[src/hdl/lops_pkg.sv]
package lops_pkg;

   localparam int MAX_STEPS    = 4;
   localparam int STEP_IDX_W   = (MAX_STEPS > 1) ? $clog2(MAX_STEPS) : 1;
   localparam int STEP_W       = 3;
   localparam int ON_W         = 24;
   localparam int OFF_W        = 24;
   localparam int REP_W        = 16;
   localparam int SEC_W        = 25;
   localparam int WORD_W       = 64;
   localparam int CSR_IDX_W    = 3;
   localparam int REQ_TDATA_W  = 8;
   localparam int RSP_TDATA_W  = 8;
   localparam int RSP_FIELDS_W = 1 + STEP_W + 1;

   // register map
   localparam logic [CSR_IDX_W-1:0] REG_STEP_COUNT  = 3'd0;
   localparam logic [CSR_IDX_W-1:0] REG_STEP_WORD_0 = 3'd1;
   localparam logic [CSR_IDX_W-1:0] REG_STEP_WORD_3 = 3'd4;

   typedef struct packed {
      logic              finished;
      logic [STEP_W-1:0] step_now;
      logic              led_on;
   } status_type;

endpackage

[src/hdl/lops_step_engine.sv]
module lops_step_engine
   import lops_pkg::*;
(
   input  logic                  clock,
   input  logic                  reset,
   input  logic                  advance,
   input  logic                  tick,
   input  logic [WORD_W-1:0]     step_word,
   input  logic [STEP_W-1:0]     active_steps,
   output logic [STEP_IDX_W-1:0] step_sel,
   output status_type            status_next
);

   logic              led_ff, led_in;
   logic [STEP_W-1:0] pointer_ff, pointer_in;
   logic [SEC_W-1:0]  sec_ff, sec_in;
   logic [REP_W-1:0]  rep_ff, rep_in;

   logic [ON_W-1:0]   on_s;
   logic [OFF_W-1:0]  off_s;
   logic [REP_W-1:0]  reps;
   logic [SEC_W-1:0]  total;
   logic [SEC_W:0]    sec_inc;
   logic [REP_W:0]    rep_inc;
   logic              running;

   assign on_s    = step_word[ON_W-1:0];
   assign off_s   = step_word[ON_W+OFF_W-1:ON_W];
   assign reps    = step_word[WORD_W-1:ON_W+OFF_W];
   assign total   = {1'b0, on_s} + {1'b0, off_s};
   assign sec_inc = {1'b0, sec_ff} + {{SEC_W{1'b0}}, 1'b1};
   assign rep_inc = {1'b0, rep_ff} + {{REP_W{1'b0}}, 1'b1};
   assign running = pointer_ff < active_steps;

   // table index only matters while running, when the pointer is below four
   assign step_sel = pointer_ff[STEP_IDX_W-1:0];

   always_comb begin
      led_in     = led_ff;
      pointer_in = pointer_ff;
      sec_in     = sec_ff;
      rep_in     = rep_ff;
      if (advance && tick && running) begin
         // zero-length step: level untouched
         if (sec_ff < {1'b0, on_s}) begin
            led_in = 1'b1;
         end else if (sec_ff < total) begin
            led_in = 1'b0;
         end
         if (sec_inc >= {1'b0, total}) begin
            sec_in = '0;
            if (rep_inc >= {1'b0, reps}) begin
               rep_in     = '0;
               pointer_in = pointer_ff + STEP_W'(1);
            end else begin
               rep_in = rep_inc[REP_W-1:0];
            end
         end else begin
            sec_in = sec_inc[SEC_W-1:0];
         end
      end
   end

   always_ff @(posedge clock) begin
      if (reset) begin
         led_ff     <= 1'b0;
         pointer_ff <= '0;
         sec_ff     <= '0;
         rep_ff     <= '0;
      end else begin
         led_ff     <= led_in;
         pointer_ff <= pointer_in;
         sec_ff     <= sec_in;
         rep_ff     <= rep_in;
      end
   end

   assign status_next.led_on   = led_in;
   assign status_next.step_now = pointer_in;
   assign status_next.finished = pointer_in >= active_steps;

endmodule

[src/hdl/led_on_off_program_sequencer_core.sv]
// LED on/off program sequencer.
// Requests arrive on the req_ stream, one per tick slot: req_tdata[0] = 1 means one
// second has elapsed, 0 leaves the sequence where it is. Every request gives exactly one
// response on the rsp_ stream carrying the LED level, the current step index and the
// finished flag as they stand after that request.
// The program (step count and up to four packed step words) is written through the csr_
// port, by the user only while no request is in flight; the block does not enforce this.
// Step words outside the built step table are ignored. An accepted request passes the
// input register, then the counter update feeding the response register, which drives
// rsp_tvalid. Throughput is one request per cycle while the receiver takes responses.
// When the receiver stalls, the response register holds; one more request can sit in the
// input register, after which req_tready drops until the response is taken.
// Synchronous reset clears the program, the LED (off), the counters and both valid flags;
// the step count resets to zero, so the block reports finished until programmed.
module led_on_off_program_sequencer_core
   import lops_pkg::*;
(
   input  logic                   clock,
   input  logic                   reset,
   // request: [0] tick, rest zero
   input  logic                   req_tvalid,
   output logic                   req_tready,
   input  logic [REQ_TDATA_W-1:0] req_tdata,
   // response: [0] led_on, [3:1] step_now, [4] finished, rest zero
   output logic                   rsp_tvalid,
   input  logic                   rsp_tready,
   output logic [RSP_TDATA_W-1:0] rsp_tdata,
   input  logic                   csr_we,
   input  logic [CSR_IDX_W-1:0]   csr_index,
   input  logic [WORD_W-1:0]      csr_wdata
);

   logic              in_valid_ff, in_valid_in;
   logic              in_tick_ff;
   logic              rsp_valid_ff, rsp_valid_in;
   status_type        status_ff;
   status_type        status_next;
   logic [STEP_W-1:0] step_count_ff;
   logic [WORD_W-1:0] step_word_ff [MAX_STEPS];
   logic [STEP_W-1:0] active_steps;
   logic [CSR_IDX_W-1:0] word_sel;
   logic              advance;
   logic [STEP_IDX_W-1:0] engine_sel;

   // configuration
   assign word_sel = csr_index - REG_STEP_WORD_0;

   always_ff @(posedge clock) begin
      if (reset) begin
         step_count_ff <= '0;
         for (int i = 0; i < MAX_STEPS; i++) begin
            step_word_ff[i] <= '0;
         end
      end else if (csr_we) begin
         if (csr_index == REG_STEP_COUNT) begin
            step_count_ff <= csr_wdata[STEP_W-1:0];
         end else if (csr_index >= REG_STEP_WORD_0 && csr_index <= REG_STEP_WORD_3
                      && 32'(word_sel) < MAX_STEPS) begin
            step_word_ff[word_sel[STEP_IDX_W-1:0]] <= csr_wdata;
         end
      end
   end

   assign active_steps = (32'(step_count_ff) > MAX_STEPS) ? STEP_W'(MAX_STEPS)
                                                          : step_count_ff;

   // pipeline control
   assign advance      = !rsp_valid_ff || rsp_tready;
   assign req_tready   = !in_valid_ff || advance;
   assign in_valid_in  = (req_tvalid && req_tready) || (in_valid_ff && !advance);
   assign rsp_valid_in = (in_valid_ff && advance) || (rsp_valid_ff && !rsp_tready);

   always_ff @(posedge clock) begin
      if (reset) begin
         in_valid_ff  <= 1'b0;
         rsp_valid_ff <= 1'b0;
      end else begin
         in_valid_ff  <= in_valid_in;
         rsp_valid_ff <= rsp_valid_in;
      end
   end

   always_ff @(posedge clock) begin
      if (req_tvalid && req_tready) begin
         in_tick_ff <= req_tdata[0];
      end
      if (in_valid_ff && advance) begin
         status_ff <= status_next;
      end
   end

   lops_step_engine u_engine (
      .clock        (clock),
      .reset        (reset),
      .advance      (in_valid_ff && advance),
      .tick         (in_tick_ff),
      .step_word    (step_word_ff[engine_sel]),
      .active_steps (active_steps),
      .step_sel     (engine_sel),
      .status_next  (status_next)
   );

   assign rsp_tvalid = rsp_valid_ff;
   assign rsp_tdata  = {{(RSP_TDATA_W-RSP_FIELDS_W){1'b0}}, status_ff};

endmodule

[config.mk]
export PLATFORM = sky130hd
export DESIGN_NAME = led_on_off_program_sequencer_core
export DESIGN_NICKNAME = d
export VERILOG_FILES = /design/src/hdl/lops_pkg.sv /design/src/hdl/lops_step_engine.sv /design/src/hdl/led_on_off_program_sequencer_core.sv
export SDC_FILE = /design/constraint.sdc
export NUM_CORES = 1
export LEC_CHECK = 0
export ABC_AREA = 0
export BUFFER_PORTS_ARGS = -buffer_cell sky130_fd_sc_hd__buf_2
export CORE_AREA = 2 2 183 185
export CTS_BUF_LIST = sky130_fd_sc_hd__clkbuf_4 sky130_fd_sc_hd__clkbuf_8
export DETAILED_ROUTE_END_ITERATION = 7
export DIE_AREA = 0 0 185 187
export PLACE_DENSITY = 0.71
export SYNTH_ARGS = -nofsm -noshare
export SYNTH_HDL_FRONTEND = slang
export SYNTH_SLANG_ARGS = --single-unit
export TNS_END_PERCENT = 100
[constraint.sdc]
create_clock -name clock -period 21.4 [get_ports clock]
set_clock_uncertainty 0.15 [all_clocks]
set_input_delay 3.21 -clock clock [delete_from_list [all_inputs] [get_ports clock]]
set_output_delay 3.21 -clock clock [all_outputs]
set_load 0.02 [all_outputs]
==> results of run 1 <==
-- through the flow --
stage               hold slack, ns  utilization, %  setup slack (ns)
global placement             0.333            55.5             14.20
floorplan                    0.286               -             11.86
detailed placement           0.328            55.5             14.16
global route                 0.353            58.8             13.66
CTS                          0.336            58.8             14.15
finish                       0.326            58.8             14.19
-- cells by family (layout without fill, tap and decap cells) --
group                      Yosys count  count (layout)  synth area share (%)
and+or+nand+nor                    486             486                  16.5
DFF                                312             312                  50.9
AOI/OAI and AO/OA                  213             213                  8.88
buffers and inverters              133             250                  3.08
adders and majority gates          124             124                  8.92
muxes                               68              68                  8.63
xor gates and xnor gates            60              60                  3.12
other                                1               4                0.0215
-- layout make-up --
type / count / area (um2) / share of cell area (%)
repair buffers: 93 / 500 / 2.59
multi-input cells: 954 / 8070 / 41.8
clock inverters: 30 / 248 / 1.28
well taps: 448 / 561 / 2.90
clock buffers: 65 / 826 / 4.28
diodes: 1 / 2.50 / 0.0130
inverters: 62 / 233 / 1.21
flip-flops and latches: 312 / 8870 / 46.0
-- Yosys cell counts (30+ instances only) --
library cell  count  area (um2)
dfxtp_1          50        1000
a21oi_1          51         255
and3_1           76         475
xnor2_1          35         307
ha_1            121        1510
nand2_1          56         210
clkbuf_1         51         191
edfxtp_1        262        7870
inv_1            62         233
a32o_1           30         300
mux4_2           64        1440
and2_1          198        1240
nor2_1           33         124
-- how the worst max path moves through the flow --
| stage | endpoint | cells past startpoint |
|---|---|---|
| 2_1_floorplan | step_word_ff[2][0]$_SDFFCE_PN0P_ | 8 |
| 4_1_cts | rsp_tdata[4]$_DFFE_PP_ | 22 |
| 5_1_grt | rsp_tdata[4]$_DFFE_PP_ | 22 |
| 3_3_place_gp | rsp_tdata[4]$_DFFE_PP_ | 22 |
| 3_5_place_dp | rsp_tdata[4]$_DFFE_PP_ | 22 |
| 6_report | rsp_tdata[4]$_DFFE_PP_ | 22 |
-- power breakdown --
group          internal [W]  switching, W
clock network      0.000303      0.000243
registers          0.000691    0.00000802
logic             0.0000546     0.0000870
-- routing by layer --
| layer | GRT usage, % | vias up |
|---|---|---|
| li1 | - | 5407 |
| met5 | 0 | - |
| met4 | 6.72 | 0 |
| met1 | 32.4 | 5587 |
| met3 | 3.27 | 70 |
| met2 | 38.6 | 267 |
-- worst max-delay path, cell delays in order (launching register included) --
cell and delay, ns:
dfxtp_4 0.90, buf_4 0.63, mux4_2 0.61, ha_1 0.36
a211oi_1 0.28, o211ai_1 0.16, inv_1 0.08, a22oi_1 0.11
and3_1 0.24, a211oi_1 0.28, xor2_1 0.28, ha_1 0.31
a21oi_1 0.15, nand2_1 0.06, a2111oi_0 0.42, a21oi_1 0.14
maj3_2 0.37, a21o_4 0.32, nand2_4 0.13, mux2_4 0.31
ha_1 0.28, a21o_1 0.16, a21o_1 0.17
-- sequential cells by signal (all words and copies together), names as in the netlist --
signal and count:
u_engine.led_ff 1, u_engine.rep_ff 16, step_word_ff 256, u_engine.sec_ff 25, in_tick_ff 1, rsp_tdata 5, rsp_tvalid 1, in_valid_ff 1
step_count_ff 3, u_engine.pointer_ff 3
==> summary.md, run 1 <==
| Metric | Value |
|---|---|
| Period minus WS final | 7.21 ns |
| CTS root buf | clkbuf_8 |
| Detailed Place HPWL | 25.1 mm |
| Syn Std Cell Area | 17400 um2 |
| Layout Nets | 1678 |
| Kind of critical path | flop to flop |
| Hold-critical path endpoint | step_count_ff[1]$_SDFFE_PP0P_ |
| TritonCTS clock tree | built |
| Post-CTS Setup Inserts | 0 |
| Critical path launch point type | flop |
| Pleak | 7.73 nW |
| First-pass GRT wire length | 62.6 mm |
| Routed len/inst | 20.0 um |
| Vias post-DR | 11300 |
| #FFs+latches synth | 312 |
| Post-synthesis sequential area ratio | 50.9% |
| Clock transition at the registers of the reported paths | 0.06 ns |
| DP Cell Count | 1869 |
| Syn Inst Count | 1397 |
| CP max FO | 43 |
| DR WL met2 | 19.1 mm |
| Mean area per synthesized cell | 12.5 um2 |
| Full die area | 34600 um2 |
| Initial core utilization | 53.0% |
| DRC | 0 |
| FMAX | 139 MHz |
| Worst R2R Path Depth | 22 |
| Status | finished clean |
| Top layer in use | met4 |
| Wire length on met1 | 17.6 mm |
| Share of layout cells above drive strength 1 | 18.5% |
| Number of detailed-route iterations in the first pass | 5 |
| Reg2reg end | rsp_tdata[4]$_DFFE_PP_ |
| Final setup violation count | 0 |
| Die width | 185 um |
| Critical Path Start | u_engine.pointer_ff[0]$_SDFF_PP0_ |
| Largest net degree at the start of global routing | 67 |
| Initial antenna violation count | 0 |
| YS warnings | 0 |
| Slew headroom | 30.5% |
| Max cap viols | 0 |
| Detailed Route WL | 39.3 mm |
| Met3 WL | 1.68 mm |
| Largest vdd supply drop | 0.0000562 V |
| Post-cts gate resize count | 0 |
| Fill cell count | 2751 |
| GR Overflow Total | 0 |
| Commonest cells after routing, fill and taps aside | 262 x edfxtp_1, 198 x and2_1, 121 x ha_1 |
| CTS Buffer Depth | 3 |
| Critical Path RT | 21.61 ns |
| Post-Place Cell Area | 18200 um2 |
| Overall Power | 0.00139 W |
| Tot GR Track Use | 23.4% |
| Area grow syn2layout | 10.8% |
| Latest clock arrival within the worst-skew pair | 0.60 ns |
| Synth Flop Type | edfxtp_1 |
| Hold WC Path Type | flop to flop |
| Non-Filler Instances | 1965 |
| Pwr Density | 71.8 nW/um2 |
| Crit end category | flop |
| Asr flop ratio synth | 0% |
| Tcrit/Tclk final | 33.7% |
| Post-synth cell types | 81 |
| R2R setup slack | 14.19 ns |
| Initial DRC count | 703 |
| Port bufs | 79 |
| Die Y-Extent | 187 um |
| Hold path depth | 2 |
| Hold Fails Final Rpt | 0 |
| CTS sink cnt | 312 |
| Vias per cell | 5.77 |
| Final instance area | 19300 um2 |
| RSZ-0062 raised after global routing | no |
| Vias in the first global route | 11500 |
| EDFF count, synth | 262 |
| Commonest non-fill, non-tap cell in the layout | edfxtp_1 |
| Fin Setup TNS | 0 ns |
| HP Start | step_count_ff[1]$_SDFFE_PP0P_ |
| Number of buffers created by CTS | 53 |
| H-tree depth | 2 |
| CTS Hold Bufs | 0 |
| Max-slew violation count | 0 |
| IO Pins | 90 |
| WP data arrival | 7.42 ns |
| Worst Max-Slew Pin Slew | 1.04 ns |
| Core Region | 32900 um2 |
| Final GP Congestion | 0.838 |
| Worst reg2reg startpoint | u_engine.pointer_ff[0]$_SDFF_PP0_ |
| Post-DRT Antenna Nets | 0 |
| Core Rows | 67 |
No activity file was read; power rests on OpenSTA's default activity.
==> run 2, diff against run 1 <==
- PLACE_DENSITY: 0.71 -> 0.74
- clock period: 21.4 -> 6.1 ns (I/O delays scaled with it)
==> run 2 against run 1 <==
  * Combinational power increased to 4.3 times the previous value
  * Routed wire length increased by 3.3%
  * Final cell count increased by 5.4%
  * Via count increased by 5.2%
  * Sequential power increased to 3.5 times the previous value
  * Sequential share of layout area decreased by 2.4 points
  * Worst setup slack got worse by 14 ns
  * Non-clock buffer count increased by 108
  * Final area increased by 5.4%
  * Critical endpoint unchanged
  * Largest power group unchanged
==> summary.md, run 2 (synthesis gave the netlist of run 1 again) <==
| Metric | Value |
|---|---|
| Status | finished clean (unchanged) |
| Clock transition at the registers of the reported paths | 0.06 ns (about the same) |
| Hold WC Path Type | primary input to flop (was flop to flop) |
| Critical path launch point type | flop (unchanged) |
| Pleak | 8.29 nW (was 7.73 nW) |
| Worst R2R Path Depth | 24 (was 22) |
| Vias post-DR | 11900 (was 11300) |
| Initial core utilization | 53.0% (unchanged) |
| First-pass GRT wire length | 63.9 mm (was 62.6 mm) |
| Full die area | 34600 um2 (unchanged) |
| DP Worst Slack | -0.0450 ns (was 14.16 ns) |
| Detailed Place HPWL | 27.1 mm (was 25.1 mm) |
| Number of buffers created by CTS | 51 (was 53) |
| Tot GR Track Use | 23.7% (was 23.4%) |
| Critical Path RT | 6.30 ns (was 21.61 ns) |
| Clk pwr share | 36.9% (was 39.4%) |
| CP Capture Point | rsp_tdata[4]$_DFFE_PP_ (unchanged) |
| Die width | 185 um (unchanged) |
| GR Overflow Total | 0 (unchanged) |
| Layout Nets | 1784 (was 1678) |
| Initial antenna violation count | 2 (was 0) |
| Sw Share | 24.8% (was 24.4%) |
| H-tree depth | 2 (unchanged) |
| GR met2 Demand/Resource | 39.3% (was 38.6%) |
| CTS sink cnt | 312 (unchanged) |
| Gate power share | 12.5% (was 10.2%) |
| Largest vdd supply drop | 0.000196 V (was 0.0000562 V) |
| Core Rows | 67 (unchanged) |
| Critical Path Start | u_engine.pointer_ff[0]$_SDFF_PP0_ (unchanged) |
| Largest net degree at the start of global routing | 85 (was 67) |
| CTS root buf | clkbuf_8 (unchanged) |
| Final setup violation count | 0 (unchanged) |
| Largest registers | step_word_ff (256), u_engine.sec_ff (25), u_engine.rep_ff (16) (unchanged) |
| Routed len/inst | 19.6 um (was 20.0 um) |
| Reg2reg end | rsp_tdata[4]$_DFFE_PP_ (unchanged) |
| Sequential share of power | 50.6% (was 50.4%) |
| WP data arrival | 6.13 ns (was 7.42 ns) |
| R2R setup slack | 0.18 ns (was 14.19 ns) |
| Routing usage on met1 | 32.4% (about the same) |
| NetSw | 0.00120 W (was 0.000338 W) |
| Fin Setup TNS | 0 ns (unchanged) |
| Hold Fails Final Rpt | 0 (unchanged) |
| CP max FO | 8 (was 43) |
| Met3 Use GR | 3.47% (was 3.27%) |
| Fin util | 61.9% (was 58.8%) |
| Number of detailed-route iterations in the first pass | 5 (unchanged) |
| Period minus WS final | 5.92 ns (was 7.21 ns) |
| Vias in the first global route | 12000 (was 11500) |
| Area grow syn2layout | 16.8% (was 10.8%) |
| Share of layout cells above drive strength 1 | 25.3% (was 18.5%) |
| IO Pins | 90 (unchanged) |
| Max-slew violation count | 0 (unchanged) |
| Most flops, register | step_word_ff (unchanged) |
| Tcrit/Tclk final | 97.1% (was 33.7%) |
| Commonest cells after routing, fill and taps aside | 262 x edfxtp_1, 198 x and2_1, 112 x ha_1 (was 262 x edfxtp_1, 198 x and2_1, 121 x ha_1) |
| Initial DRC count | 942 (was 703) |
| Port bufs | 79 (unchanged) |
| Max FFs per register | 256 (unchanged) |
| Final instance area | 20400 um2 (was 19300 um2) |
| Latest clock arrival within the worst-skew pair | 0.60 ns (about the same) |
| Internal | 0.00364 W (was 0.00105 W) |
| Vias per cell | 5.75 (was 5.77) |
| RSZ-0062 raised after global routing | yes (was no) |
| Die Y-Extent | 187 um (unchanged) |
| DRC | 0 (unchanged) |
| Crit end category | flop (unchanged) |
| Pwr Density | 238 nW/um2 (was 71.8 nW/um2) |
| Final worst setup slack | 0.178 ns (was 14.19 ns) |
| Worst reg2reg startpoint | u_engine.pointer_ff[0]$_SDFF_PP0_ (unchanged) |
| TritonCTS clock tree | built (unchanged) |
| Post-DRT Antenna Nets | 0 (unchanged) |
| Worst Max-Slew Pin Slew | 0.973 ns (was 1.04 ns) |
| FMAX | 169 MHz (was 139 MHz) |
| Core Region | 32900 um2 (unchanged) |
| Max cap viols | 0 (unchanged) |
| CTS Buffer Depth | 3 (unchanged) |
| Final GP Congestion | 0.847 (was 0.838) |
| Detailed Route WL | 40.6 mm (was 39.3 mm) |
| Gr busiest metal | met2 (unchanged) |
| Kind of critical path | flop to flop (unchanged) |
| Post-Place Cell Area | 19000 um2 (was 18200 um2) |
| Slew headroom | 35.1% (was 30.5%) |
| Commonest non-fill, non-tap cell in the layout | edfxtp_1 (unchanged) |
## run 2: changes by cell type in the layout (fill, tap and decap cells not counted), moves of 3 or more
cell,change
a211oi_2,+4
buf_12,+8
a21oi_1,-3
a211oi_1,-5
ha_1,-9
clkinv_1,+4
ha_4,+7
buf_4,+96
a21oi_2,+3
buf_8,+3
## run 2: worst min path at each step
stage	start	endpoint	slack, ns	depth (start not counted)
6_report	req_tdata[0]	in_tick_ff$_DFFE_PP_	0.35	1
5_1_grt	req_tdata[0]	in_tick_ff$_DFFE_PP_	0.32	1
4_1_cts	req_tdata[0]	in_tick_ff$_DFFE_PP_	0.31	1
3_5_place_dp	in_valid_ff$_SDFF_PP0_	rsp_tvalid$_SDFF_PP0_	0.36	2
3_3_place_gp	in_valid_ff$_SDFF_PP0_	rsp_tvalid$_SDFF_PP0_	0.35	2
2_1_floorplan	step_count_ff[1]$_SDFFE_PP0P_	step_count_ff[1]$_SDFFE_PP0P_	0.29	2
## run 2: metrics by stage
step / hold slack [ns] / instances / power [W]
2_1_floorplan: 0.286 / 1399 / 0.00283
3_3_place_gp: 0.349 / 1964 / 0.00304
3_5_place_dp: 0.357 / 1964 / 0.00306
4_1_cts: 0.307 / 2060 / 0.00485
5_1_grt: 0.320 / 2072 / 0.00504
6_report: 0.349 / 2072 / 0.00485
## run 2: power groups by stage
| stage | Sequential (W) | Clock [W] | Combinational, W |
|---|---|---|---|
| final | 0.00245 | 0.00179 | 0.000606 |
| after global routing | 0.00246 | 0.00192 | 0.000664 |
| after CTS | 0.00245 | 0.00182 | 0.000572 |
| after detailed placement | 0.00250 | 0 | 0.000568 |
| after global placement | 0.00249 | 0 | 0.000550 |
| after floorplan | 0.00249 | 0 | 0.000336 |
## run 2: area by class of cell
cell class	instances	area, um2
well taps	448	561
multi-input cells	954	8250
fillers	2553	12500
clock inverters	30	188
inverters	62	233
diodes	1	2.50
flip-flops and latches	312	8870
clock buffers	64	806
repair buffers	201	1440
## run 2: what timing repair did
item / in CTS / in global routing
resized for setup: 3 / 35
hold buffers: 0 / 0
buffers inserted: 2 / 11
endpoints found under the hold margin: 0 / 0
endpoints found under the setup margin: 1 / 1
gates cloned: 0 / 0
pin swaps: 6 / 29
## run 2: critical path, cell delays in order, from the launching register on
cell       delay (ns)
dfxtp_4          0.47
buf_8            0.16
mux4_2           0.57
ha_1             0.37
nand2_2          0.11
buf_4            0.12
nor3_1           0.05
a221oi_2         0.30
nand2_1          0.16
a31oi_2          0.22
o21bai_1         0.09
a21oi_1          0.19
xnor2_1          0.19
ha_1             0.31
nand4_1          0.13
a21oi_1          0.06
a2111oi_2        0.37
a21oi_2          0.10
maj3_2           0.35
a21o_4           0.24
nand2_4          0.08
mux2_4           0.32
ha_4             0.21
a21o_1           0.17
a21o_1           0.14
## run 2: layer usage
| metal | share of wire (%) | vias to the layer above |
|---|---|---|
| met3 | 6.0 | 56 |
| li1 | - | 5626 |
| met2 | 49 | 372 |
| met5 | 0.032 | - |
| met1 | 43 | 5863 |
| met4 | 2.2 | 2 |
